[config.mk]
export PLATFORM = sky130hd
export DESIGN_NAME = console_cell_to_ansi_utf8_core_flat
export DESIGN_NICKNAME = d
export VERILOG_FILES = /design/src/hdl/cc2a_pkg.sv /design/src/hdl/cc2a_if.sv /design/src/hdl/cc2a_front.sv /design/src/hdl/cc2a_queue.sv /design/src/hdl/cc2a_back.sv /design/src/hdl/console_cell_to_ansi_utf8_core.sv /design/src/flat_wrapper.sv
export SDC_FILE = /design/constraint.sdc
export NUM_CORES = 1
export LEC_CHECK = 0
export ABC_AREA = 0
export BUFFER_PORTS_ARGS = -buffer_cell sky130_fd_sc_hd__buf_4
export CORE_UTILIZATION = 46
export DETAILED_ROUTE_END_ITERATION = 6
export SLEW_MARGIN = 20
export SYNTH_ARGS = -nofsm -noshare
export SYNTH_HDL_FRONTEND = slang
export SYNTH_SLANG_ARGS = --single-unit
[constraint.sdc]
create_clock -name clk -period 8.35 [get_ports clk]
set_input_delay 0.4175 -clock clk [delete_from_list [all_inputs] [get_ports clk]]
set_output_delay 0.4175 -clock clk [all_outputs]
set_load 0.01 [all_outputs]
[src/hdl/cc2a_pkg.sv]
// ----------------------------------------------------------------------------
// cc2a_pkg: shared types and constants for the console cell encoder
// Descriptor layout passed from the classifier to the byte sequencer.
// ----------------------------------------------------------------------------
package cc2a_pkg;

	localparam int unsigned NUM_SLOTS = 19;
	localparam int unsigned SLOT_W    = $clog2(NUM_SLOTS);
	localparam int unsigned QDEPTH    = 2;

	// Byte slots of the emission template, in output order
	localparam logic [SLOT_W-1:0] SLOT_ESC     = SLOT_W'(0);
	localparam logic [SLOT_W-1:0] SLOT_LBR     = SLOT_W'(1);
	localparam logic [SLOT_W-1:0] SLOT_INT_A   = SLOT_W'(2);
	localparam logic [SLOT_W-1:0] SLOT_INT_B   = SLOT_W'(3);
	localparam logic [SLOT_W-1:0] SLOT_INT_SEP = SLOT_W'(4);
	localparam logic [SLOT_W-1:0] SLOT_FG_A    = SLOT_W'(5);
	localparam logic [SLOT_W-1:0] SLOT_FG_B    = SLOT_W'(6);
	localparam logic [SLOT_W-1:0] SLOT_FG_SEP  = SLOT_W'(7);
	localparam logic [SLOT_W-1:0] SLOT_BG_A    = SLOT_W'(8);
	localparam logic [SLOT_W-1:0] SLOT_BG_B    = SLOT_W'(9);
	localparam logic [SLOT_W-1:0] SLOT_BG_C    = SLOT_W'(10);
	localparam logic [SLOT_W-1:0] SLOT_BG_SEP  = SLOT_W'(11);
	localparam logic [SLOT_W-1:0] SLOT_U0      = SLOT_W'(12);
	localparam logic [SLOT_W-1:0] SLOT_U1      = SLOT_W'(13);
	localparam logic [SLOT_W-1:0] SLOT_U2      = SLOT_W'(14);
	localparam logic [SLOT_W-1:0] SLOT_U3      = SLOT_W'(15);
	localparam logic [SLOT_W-1:0] SLOT_C_ESC   = SLOT_W'(16);
	localparam logic [SLOT_W-1:0] SLOT_C_LBR   = SLOT_W'(17);
	localparam logic [SLOT_W-1:0] SLOT_C_M     = SLOT_W'(18);

	localparam logic [7:0] CH_ESC  = 8'h1B;
	localparam logic [7:0] CH_LBR  = 8'h5B;
	localparam logic [7:0] CH_SEMI = 8'h3B;
	localparam logic [7:0] CH_M    = 8'h6D;
	localparam logic [7:0] CH_0    = 8'h30;
	localparam logic [7:0] CH_1    = 8'h31;
	localparam logic [7:0] CH_2    = 8'h32;
	localparam logic [7:0] CH_3    = 8'h33;
	localparam logic [7:0] CH_4    = 8'h34;
	localparam logic [7:0] CH_9    = 8'h39;

	localparam logic [31:0] CP_ESC     = 32'h0000_001B;
	localparam logic [31:0] CP_REPL    = 32'h0000_FFFD;
	localparam logic [31:0] CP_MAX     = 32'h0010_FFFF;
	localparam logic [31:0] CP_SUR_LO  = 32'h0000_D800;
	localparam logic [31:0] CP_SUR_HI  = 32'h0000_DFFF;

	typedef struct packed {
		logic [NUM_SLOTS-1:0] mask;      // slots still to emit
		logic [SLOT_W-1:0]    term_slot; // separator that becomes 'm'
		logic [7:0]           attr;
		logic [3:0][7:0]      utf8;      // utf8[0] is emitted first
		logic                 line_end;
	} desc_t;

	// ANSI color digit: red (bit 2) weighs 1, green 2, blue (bit 0) 4
	function automatic logic [7:0] color_char(input logic [2:0] bgr);
		return CH_0 | {5'b0, bgr[0], bgr[1], bgr[2]};
	endfunction

endpackage

[src/hdl/cc2a_if.sv]
// ----------------------------------------------------------------------------
// cc2a_if: valid/ready channels of the console cell encoder
// Cell input, byte output and configuration write channels.
// ----------------------------------------------------------------------------
interface cc2a_cell_if;
	logic        valid;
	logic        ready;
	logic [31:0] code_point;
	logic [15:0] cell_attributes;
	logic        line_end;

	modport source (output valid, code_point, cell_attributes, line_end, input ready);
	modport sink   (input valid, code_point, cell_attributes, line_end, output ready);
endinterface

interface cc2a_byte_if;
	logic       valid;
	logic       ready;
	logic [7:0] out_byte;
	logic       line_done;
	logic       last;

	modport source (output valid, out_byte, line_done, last, input ready);
	modport sink   (input valid, out_byte, line_done, last, output ready);
endinterface

interface cc2a_cfg_if;
	logic valid;
	logic ready;
	logic color_enable;

	modport source (output valid, color_enable, input ready);
	modport sink   (input valid, color_enable, output ready);
endinterface

[src/hdl/cc2a_front.sv]
// ----------------------------------------------------------------------------
// cc2a_front: cell classifier
// Accepts cells, decides the SGR parts, encodes UTF-8, tracks line color state.
// ----------------------------------------------------------------------------
module cc2a_front (
	input  logic            clk,
	input  logic            arst_n,
	cc2a_cell_if.sink       cell_in,
	cc2a_cfg_if.sink        cfg,
	input  logic            q_full,
	output logic            push,
	output cc2a_pkg::desc_t desc
);
	import cc2a_pkg::*;

	logic        color_en_q;
	logic [7:0]  prev_attr_q;
	logic        prev_valid_q;

	logic [7:0]  now;
	logic [7:0]  diff;
	logic        first;
	logic        do_sgr, int_en, fg_en, bg_en, close_en;
	logic [31:0] cp;
	logic [3:0]  u_en;
	logic [3:0][7:0] u_bytes;

	assign cfg.ready     = 1'b1;
	assign cell_in.ready = !q_full;
	assign push          = cell_in.valid && !q_full;

	assign now   = cell_in.cell_attributes[7:0];
	assign diff  = now ^ prev_attr_q;
	assign first = !prev_valid_q;

	assign do_sgr   = color_en_q && (first || (diff != 8'h00));
	assign int_en   = do_sgr && (first || diff[3]);
	assign fg_en    = do_sgr && (first || (diff[3:0] != 4'h0));
	assign bg_en    = do_sgr && (first || (diff[7:4] != 4'h0));
	assign close_en = cell_in.line_end && (prev_valid_q || do_sgr);

	// replace ESC, surrogates and out-of-range values
	always_comb begin
		if (cell_in.code_point == CP_ESC || cell_in.code_point > CP_MAX ||
		    (cell_in.code_point >= CP_SUR_LO && cell_in.code_point <= CP_SUR_HI)) begin
			cp = CP_REPL;
		end else begin
			cp = cell_in.code_point;
		end
	end

	always_comb begin
		u_bytes = '0;
		if (cp < 32'h80) begin
			u_en       = 4'b0001;
			u_bytes[0] = cp[7:0];
		end else if (cp < 32'h800) begin
			u_en       = 4'b0011;
			u_bytes[0] = {3'b110, cp[10:6]};
			u_bytes[1] = {2'b10, cp[5:0]};
		end else if (cp < 32'h10000) begin
			u_en       = 4'b0111;
			u_bytes[0] = {4'b1110, cp[15:12]};
			u_bytes[1] = {2'b10, cp[11:6]};
			u_bytes[2] = {2'b10, cp[5:0]};
		end else begin
			u_en       = 4'b1111;
			u_bytes[0] = {5'b11110, cp[20:18]};
			u_bytes[1] = {2'b10, cp[17:12]};
			u_bytes[2] = {2'b10, cp[11:6]};
			u_bytes[3] = {2'b10, cp[5:0]};
		end
	end

	always_comb begin
		desc.mask = '0;
		desc.mask[SLOT_ESC]     = do_sgr;
		desc.mask[SLOT_LBR]     = do_sgr;
		desc.mask[SLOT_INT_A]   = int_en;
		desc.mask[SLOT_INT_B]   = int_en && !now[3];
		desc.mask[SLOT_INT_SEP] = int_en;
		desc.mask[SLOT_FG_A]    = fg_en;
		desc.mask[SLOT_FG_B]    = fg_en;
		desc.mask[SLOT_FG_SEP]  = fg_en;
		desc.mask[SLOT_BG_A]    = bg_en;
		desc.mask[SLOT_BG_B]    = bg_en && now[7];
		desc.mask[SLOT_BG_C]    = bg_en;
		desc.mask[SLOT_BG_SEP]  = bg_en;
		desc.mask[SLOT_U0]      = u_en[0];
		desc.mask[SLOT_U1]      = u_en[1];
		desc.mask[SLOT_U2]      = u_en[2];
		desc.mask[SLOT_U3]      = u_en[3];
		desc.mask[SLOT_C_ESC]   = close_en;
		desc.mask[SLOT_C_LBR]   = close_en;
		desc.mask[SLOT_C_M]     = close_en;
		if (bg_en) begin
			desc.term_slot = SLOT_BG_SEP;
		end else if (fg_en) begin
			desc.term_slot = SLOT_FG_SEP;
		end else begin
			desc.term_slot = SLOT_INT_SEP;
		end
		desc.attr     = now;
		desc.utf8     = u_bytes;
		desc.line_end = cell_in.line_end;
	end

	always_ff @(posedge clk or negedge arst_n) begin
		if (!arst_n) begin
			color_en_q   <= 1'b1;
			prev_attr_q  <= 8'h00;
			prev_valid_q <= 1'b0;
		end else begin
			if (cfg.valid) begin
				color_en_q <= cfg.color_enable;
			end
			if (push) begin
				if (do_sgr) begin
					prev_attr_q <= now;
				end
				prev_valid_q <= (prev_valid_q || do_sgr) && !cell_in.line_end;
			end
		end
	end

endmodule

[src/hdl/cc2a_queue.sv]
// ----------------------------------------------------------------------------
// cc2a_queue: descriptor queue
// Short first-in first-out buffer between classifier and sequencer.
// ----------------------------------------------------------------------------
module cc2a_queue (
	input  logic            clk,
	input  logic            arst_n,
	input  logic            push,
	input  cc2a_pkg::desc_t wr_desc,
	input  logic            pop,
	output logic            full,
	output logic            head_valid,
	output cc2a_pkg::desc_t head
);
	import cc2a_pkg::*;

	localparam int unsigned PTR_W = (QDEPTH > 1) ? $clog2(QDEPTH) : 1;
	localparam int unsigned CNT_W = $clog2(QDEPTH + 1);

	desc_t             mem_q [QDEPTH];
	logic [PTR_W-1:0]  wr_ptr_q, rd_ptr_q;
	logic [CNT_W-1:0]  count_q;

	assign full       = (count_q == CNT_W'(QDEPTH));
	assign head_valid = (count_q != '0);
	assign head       = mem_q[rd_ptr_q];

	function automatic logic [PTR_W-1:0] ptr_inc(input logic [PTR_W-1:0] p);
		return (p == PTR_W'(QDEPTH - 1)) ? '0 : p + PTR_W'(1);
	endfunction

	always_ff @(posedge clk) begin
		if (push) begin
			mem_q[wr_ptr_q] <= wr_desc;
		end
	end

	always_ff @(posedge clk or negedge arst_n) begin
		if (!arst_n) begin
			wr_ptr_q <= '0;
			rd_ptr_q <= '0;
			count_q  <= '0;
		end else begin
			if (push) begin
				wr_ptr_q <= ptr_inc(wr_ptr_q);
			end
			if (pop) begin
				rd_ptr_q <= ptr_inc(rd_ptr_q);
			end
			if (push && !pop) begin
				count_q <= count_q + CNT_W'(1);
			end else if (pop && !push) begin
				count_q <= count_q - CNT_W'(1);
			end
		end
	end

endmodule

[src/hdl/cc2a_back.sv]
// ----------------------------------------------------------------------------
// cc2a_back: byte sequencer
// Walks the enabled slots of each descriptor, one byte per ready cycle.
// ----------------------------------------------------------------------------
module cc2a_back (
	input  logic            clk,
	input  logic            arst_n,
	input  logic            head_valid,
	input  cc2a_pkg::desc_t head,
	output logic            pop,
	cc2a_byte_if.source     byte_out
);
	import cc2a_pkg::*;

	desc_t                cur_desc_q;
	logic [NUM_SLOTS-1:0] cur_mask_q;
	logic                 out_valid_q;
	logic [7:0]           out_byte_q;
	logic                 line_done_q;
	logic                 last_q;

	logic                 advance, busy, have;
	desc_t                eff;
	logic [NUM_SLOTS-1:0] eff_mask, remain;
	logic [SLOT_W-1:0]    slot;
	logic [7:0]           bval;

	assign advance = !out_valid_q || byte_out.ready;
	assign busy    = (cur_mask_q != '0);
	assign eff     = busy ? cur_desc_q : head;
	assign eff_mask = busy ? cur_mask_q : (head_valid ? head.mask : '0);
	assign have    = (eff_mask != '0);
	assign pop     = advance && !busy && head_valid;

	// lowest pending slot
	always_comb begin
		slot = '0;
		for (int i = NUM_SLOTS - 1; i >= 0; i--) begin
			if (eff_mask[i]) begin
				slot = SLOT_W'(i);
			end
		end
	end

	always_comb begin
		remain       = eff_mask;
		remain[slot] = 1'b0;
	end

	always_comb begin
		unique case (slot)
			SLOT_ESC, SLOT_C_ESC:  bval = CH_ESC;
			SLOT_LBR, SLOT_C_LBR:  bval = CH_LBR;
			SLOT_C_M:              bval = CH_M;
			SLOT_INT_A:            bval = eff.attr[3] ? CH_1 : CH_2;
			SLOT_INT_B:            bval = CH_2;
			SLOT_FG_A:             bval = eff.attr[3] ? CH_9 : CH_3;
			SLOT_FG_B:             bval = color_char(eff.attr[2:0]);
			SLOT_BG_A:             bval = eff.attr[7] ? CH_1 : CH_4;
			SLOT_BG_B:             bval = CH_0;
			SLOT_BG_C:             bval = color_char(eff.attr[6:4]);
			SLOT_INT_SEP, SLOT_FG_SEP, SLOT_BG_SEP:
				bval = (slot == eff.term_slot) ? CH_M : CH_SEMI;
			SLOT_U0:               bval = eff.utf8[0];
			SLOT_U1:               bval = eff.utf8[1];
			SLOT_U2:               bval = eff.utf8[2];
			SLOT_U3:               bval = eff.utf8[3];
			default:               bval = CH_SEMI;
		endcase
	end

	always_ff @(posedge clk) begin
		if (advance && !busy && head_valid) begin
			cur_desc_q <= head;
		end
		if (advance && have) begin
			out_byte_q  <= bval;
			last_q      <= (remain == '0);
			line_done_q <= (remain == '0) && eff.line_end;
		end
	end

	always_ff @(posedge clk or negedge arst_n) begin
		if (!arst_n) begin
			cur_mask_q  <= '0;
			out_valid_q <= 1'b0;
		end else if (advance) begin
			out_valid_q <= have;
			if (have) begin
				cur_mask_q <= remain;
			end
		end
	end

	assign byte_out.valid     = out_valid_q;
	assign byte_out.out_byte  = out_byte_q;
	assign byte_out.line_done = line_done_q;
	assign byte_out.last      = last_q;

endmodule

[src/hdl/console_cell_to_ansi_utf8_core.sv]
// The first byte of a cell passes the descriptor queue and the sequencer's output register.
// Throughput: one output byte per cycle while the byte sink is ready; a cell holds the
// sequencer until its 1 to 19 bytes (typically 1 to 4) leave the one-byte output port.
// Cells are taken back to back while the two-entry descriptor queue has room.
// Reset (arst_n low, asynchronous): color enabled, line color state cleared, queue and
// output emptied.
// ----------------------------------------------------------------------------
// console_cell_to_ansi_utf8_core: console cell to ANSI SGR and UTF-8 byte stream
// Classifier, descriptor queue and byte sequencer.
// ----------------------------------------------------------------------------
module console_cell_to_ansi_utf8_core (
	input  logic        clk,
	input  logic        arst_n,
	cc2a_cell_if.sink   cell_in,
	cc2a_cfg_if.sink    cfg,
	cc2a_byte_if.source byte_out
);
	import cc2a_pkg::*;

	desc_t wr_desc;
	desc_t head;
	logic  push, pop, q_full, head_valid;

	// Front: classify each cell transaction into a slot descriptor and
	// advance the per-line color state at acceptance time, so the next cell
	// can be classified in the following cycle.
	cc2a_front u_front (
		.clk     (clk),
		.arst_n  (arst_n),
		.cell_in (cell_in),
		.cfg     (cfg),
		.q_full  (q_full),
		.push    (push),
		.desc    (wr_desc)
	);

	// Queue: hold descriptors so a stalled byte sink does not stall intake
	// until the queue fills.
	cc2a_queue u_queue (
		.clk        (clk),
		.arst_n     (arst_n),
		.push       (push),
		.wr_desc    (wr_desc),
		.pop        (pop),
		.full       (q_full),
		.head_valid (head_valid),
		.head       (head)
	);

	// Back: drop each emitted slot from the mask, and move straight to the
	// next descriptor when the current one runs out, without a bubble.
	cc2a_back u_back (
		.clk        (clk),
		.arst_n     (arst_n),
		.head_valid (head_valid),
		.head       (head),
		.pop        (pop),
		.byte_out   (byte_out)
	);

endmodule

[src/flat_wrapper.sv]
// flat-port wrapper written by rule: the top's interface ports become plain ports
module console_cell_to_ansi_utf8_core_flat import cc2a_pkg::*;
  (clk, arst_n, cell_in_valid, cell_in_code_point, cell_in_cell_attributes, cell_in_line_end, cell_in_ready, cfg_valid, cfg_color_enable, cfg_ready, byte_out_valid, byte_out_out_byte, byte_out_line_done, byte_out_last, byte_out_ready);
  cc2a_cell_if cell_in_i ();
  cc2a_cfg_if cfg_i ();
  cc2a_byte_if byte_out_i ();
  input  logic clk;
  input  logic arst_n;
  input wire logic [$bits(cell_in_i.valid)-1:0] cell_in_valid;
  input wire logic [$bits(cell_in_i.code_point)-1:0] cell_in_code_point;
  input wire logic [$bits(cell_in_i.cell_attributes)-1:0] cell_in_cell_attributes;
  input wire logic [$bits(cell_in_i.line_end)-1:0] cell_in_line_end;
  output wire logic [$bits(cell_in_i.ready)-1:0] cell_in_ready;
  input wire logic [$bits(cfg_i.valid)-1:0] cfg_valid;
  input wire logic [$bits(cfg_i.color_enable)-1:0] cfg_color_enable;
  output wire logic [$bits(cfg_i.ready)-1:0] cfg_ready;
  output wire logic [$bits(byte_out_i.valid)-1:0] byte_out_valid;
  output wire logic [$bits(byte_out_i.out_byte)-1:0] byte_out_out_byte;
  output wire logic [$bits(byte_out_i.line_done)-1:0] byte_out_line_done;
  output wire logic [$bits(byte_out_i.last)-1:0] byte_out_last;
  input wire logic [$bits(byte_out_i.ready)-1:0] byte_out_ready;
  assign cell_in_i.valid = cell_in_valid;
  assign cell_in_i.code_point = cell_in_code_point;
  assign cell_in_i.cell_attributes = cell_in_cell_attributes;
  assign cell_in_i.line_end = cell_in_line_end;
  assign cell_in_ready = cell_in_i.ready;
  assign cfg_i.valid = cfg_valid;
  assign cfg_i.color_enable = cfg_color_enable;
  assign cfg_ready = cfg_i.ready;
  assign byte_out_valid = byte_out_i.valid;
  assign byte_out_out_byte = byte_out_i.out_byte;
  assign byte_out_line_done = byte_out_i.line_done;
  assign byte_out_last = byte_out_i.last;
  assign byte_out_i.ready = byte_out_ready;
  console_cell_to_ansi_utf8_core u_core (.clk(clk), .arst_n(arst_n), .cell_in(cell_in_i), .cfg(cfg_i), .byte_out(byte_out_i));
endmodule
==> run summary <==
Die Ht - 142 um
Asr flop ratio synth - 0.190
Clk pin slew, worst setup/hold paths - 0.08 ns
Area Growth Syn to Fin - 15.6%
Main synth FF type - edfxtp_1
Warnings, synthesis - 0
Synth area leaders - edfxtp_1 48%, dfrtp_1 9.2%, mux2_2 6.8%, mux2i_1 3.1%, nand2_1 2.9%
Post-DR wirelength/cell - 22.6 um
Most numerous cell in the Yosys netlist - edfxtp_1
Crit path arrival time - 4.99 ns
Syn nets - 818
Place WS - 3.62 ns
Synthesis-stage register bit count - 179
Drt pass-1 iters - 5
Crit path largest cell delay - 0.74 ns
Achievable Freq - 0.211 GHz
Worst Hold Launch - cfg_valid
H-tree lvl count - 4
Crit-path cells - buf_4 > or2b_1 > o32ai_1 > o31ai_2 > nor4_2 > o21ai_0 > and3_1 > or4_1 > or4_4 > a2111oi_2
Horiz. Die Dim - 142 um
CP Class - register to register
Critical Path Source - u_core.u_queue.rd_ptr_q$_DFFE_PN0P_
Antenna violation net count after detailed routing - 0
Reg area - 0.00521 mm^2
Vias in the first global route - 6434
Seq/Total Area, Yosys - 0.580
EDFF count, synth - 145
RSZ-0062 raised after global routing - false
Post-Route WL - 24.8 mm
DRC - 0
Largest net degree at the start of global routing - 54
Top cells by instance count after synthesis - 145 x edfxtp_1, 70 x nand2_1, 67 x nor2_1
Critical path's top delay family - simple AND/OR/NAND/NOR gates
CP Data Required Time - 8.61 ns
Fin. Hold Viols - 0
Post-route minimum period - 4.73 ns
Cells after synthesis - 762
Multi-input gate area in the final layout - 0.00362 mm^2
Remaining global-route overflow - 0
Initial antenna violation count - 0
Setup Fix Bufs, Post-CTS - 0
Area leader, netlist - edfxtp_1
Starting Density - 0.475
Port bufs - 58
Total GRT Usage - 0.256
Max Clock Skew - 0.0136 ns
Final setup fails - 0
Crit share post-route - 0.567
ANT cells - 0
Setup tns final - 0 ns
Fin worst setup slack - 3.62 ns
Leak - 3.58 nW
Pwr Density - 420 mW/mm^2
Outcome - complete, no violations
Critical path buffers and inverters - 1
CORE AREA - 0.0189 mm^2
Design Area, Final - 0.0104 mm^2
Skew-Pair Late Insertion Delay - 0.45 ns
First-pass GRT wire length - 37.8 mm
Clock tree buffer depth - 2
VDD IR max - 0.000204 V
Mapped cell area - 0.00898 mm^2
Post-CTS Resized - 0
Initial DRC Count - 549
# fillers - 1640
Measured slew at the worst slew-check pin - 1.02 ns
Row count - 50
Post-DP Area - 0.00975 mm^2
Final GP Congestion - 0.932
Syn_area_per_cell - 11.8 um^2
CP endpoint kind - register
Fin nets - 882
IO Count - 68
Worst r2r src - u_core.u_queue.rd_ptr_q$_DFFE_PN0P_
Yosys top cell area share - 0.485
Max_slew headroom - 0.301
Max-Cap Viols - 0
Post-DP HPWL - 17.6 mm
Crit-path max FO - 53
CTS Buf Count - 17
Max Slew Vio Count - 0
CP startpoint kind - register
Routed via count - 6667
Clk sinks - 179
Share of cells above drive strength 1 - 0.224
Slowest CP cell - nor4_2
Clock Tree Root - clkbuf_16
Vias per Instance - 6.07
Fin util - 0.549
Yosys cell types - 75
Total die area - 0.0201 mm^2
Hold WC Path Type - input pin to register
CTS tree - yes
[worst register-to-register path, cell delays in order (launching register included)]
cell and delay, ns:
dfrtp_2 0.42, buf_4 0.56, or2b_1 0.32, o32ai_1 0.38
o31ai_2 0.26, nor4_2 0.74, o21ai_0 0.21, and3_1 0.24
or4_1 0.51, or4_4 0.58, a2111oi_2 0.34
[power by group]
part	total, mW	internal (mW)	switching (mW)
clock	0.817	0.416	0.402
sequential	1.38	1.24	0.145
combinational	2.16	0.756	1.40
total	4.36	2.41	1.95
[path summary, 6_finish.rpt]
| check | to | slack [ns] | cells past startpoint |
|---|---|---|---|
| worst max register to register | u_core.u_back.byte_out.line_done$_DFFE_PP_ | 3.62 | 10 |
| max in group asynchronous | u_core.u_queue.rd_ptr_q$_DFFE_PN0P_ | 7.47 | 2 |
| min in group asynchronous | u_core.u_queue.count_q[1]$_DFFE_PN0P_ | 0.50 | 2 |
| worst min register to register | u_core.u_front.prev_attr_q[5]$_DFFE_PN0P_ | 0.53 | 1 |
| worst max-delay path | u_core.u_back.byte_out.line_done$_DFFE_PP_ | 3.62 | 10 |
| worst min-delay path | u_core.u_front.color_en_q$_DFFE_PN1P_ | 0.13 | 2 |
[flip-flops by register name (all words and copies together), names as in the netlist]
signal	count
u_core.u_back.byte_out.line_done	1
u_core.u_back.cur_mask_q	19
u_core.u_queue.wr_ptr_q	1
u_core.u_back.byte_out.out_byte	8
u_core.u_back.byte_out.valid	1
u_core.u_queue.count_q	2
u_core.u_queue.rd_ptr_q	1
u_core.u_front.prev_valid_q	1
u_core.u_front.color_en_q	1
u_core.u_front.prev_attr_q	8
u_core.u_back.cur_desc_q	41
u_core.u_back.byte_out.last	1
u_core.u_queue.mem_q	94
[cells in the final DEF, fill, tap and decap left out, drive strengths merged, types with 4 or more instances in the layout]
cell    netlist  layout
clkinv        0       6
o22ai         6       6
o21ai        25      25
nand3        11      11
o22a          5       5
inv          14      21
mux2         54      54
a21oi        44      44
a31oi        21      21
nand4        10      10
nor4         17      17
nor2b         7       7
a22oi         4       4
mux2i        28      28
buf          13      73
or4          11      11
and2          7       7
o32ai         7       7
edfxtp      145     145
clkbuf       16      18
or2           9       9
dfrtp        33      33
nor2         67      67
xnor2         5       5
o31ai         7       7
xor2         10      10
nand2        70      70
o211ai        6       6
nor3         33      33
or3          16      16
nand2b        4       4
and3          6       6
[cell families (layout without fill, tap and decap cells)]
group,count (synthesis),after routing,share of synthesized area
compound gates,165,165,0.125
xor+xnor,15,15,0.0146
fa+ha+maj,1,1,0.00139
buf+inv,43,120,0.0198
flops,179,179,0.580
mux,82,82,0.0989
other cells,1,1,0.000418
simple gates,276,276,0.160
[metal layers]
layer  part of all wire  wire length, um  vias up  global-route usage
met5                  0                0        -                   0
met4              0.033              819        0               0.104
met3              0.052             1300       48              0.0493
met2               0.46            11500      244               0.397
met1               0.45            11200     3309               0.354
li1                   -                -     3066                   -
[through the flow]
stage / total power, mW / instances / hold WS (ns)
global placement: 3.51 / 1066 / 0.420
detailed placement: 3.52 / 1066 / 0.432
CTS: 4.35 / 1099 / 0.114
finish: 4.36 / 1099 / 0.127
floorplan: 2.75 / 762 / 0.122
global route: 4.58 / 1099 / 0.132
[final cells by class]
type,instances,share of cell area
Timing Repair Buffer,74,0.0538
Tap cell,260,0.0313
Clock buffer,18,0.0423
Sequential cell,179,0.502
Multi-Input combinational cell,540,0.349
Inverter,14,0.00506
Clock inverter,14,0.0170
[repair_timing]
item	4_1_cts	5_1_grt
hold buffers	1	0
setup endpoints to repair	0	0
endpoints found under the hold margin	33	0
Power figures use the tool's default switching activity.
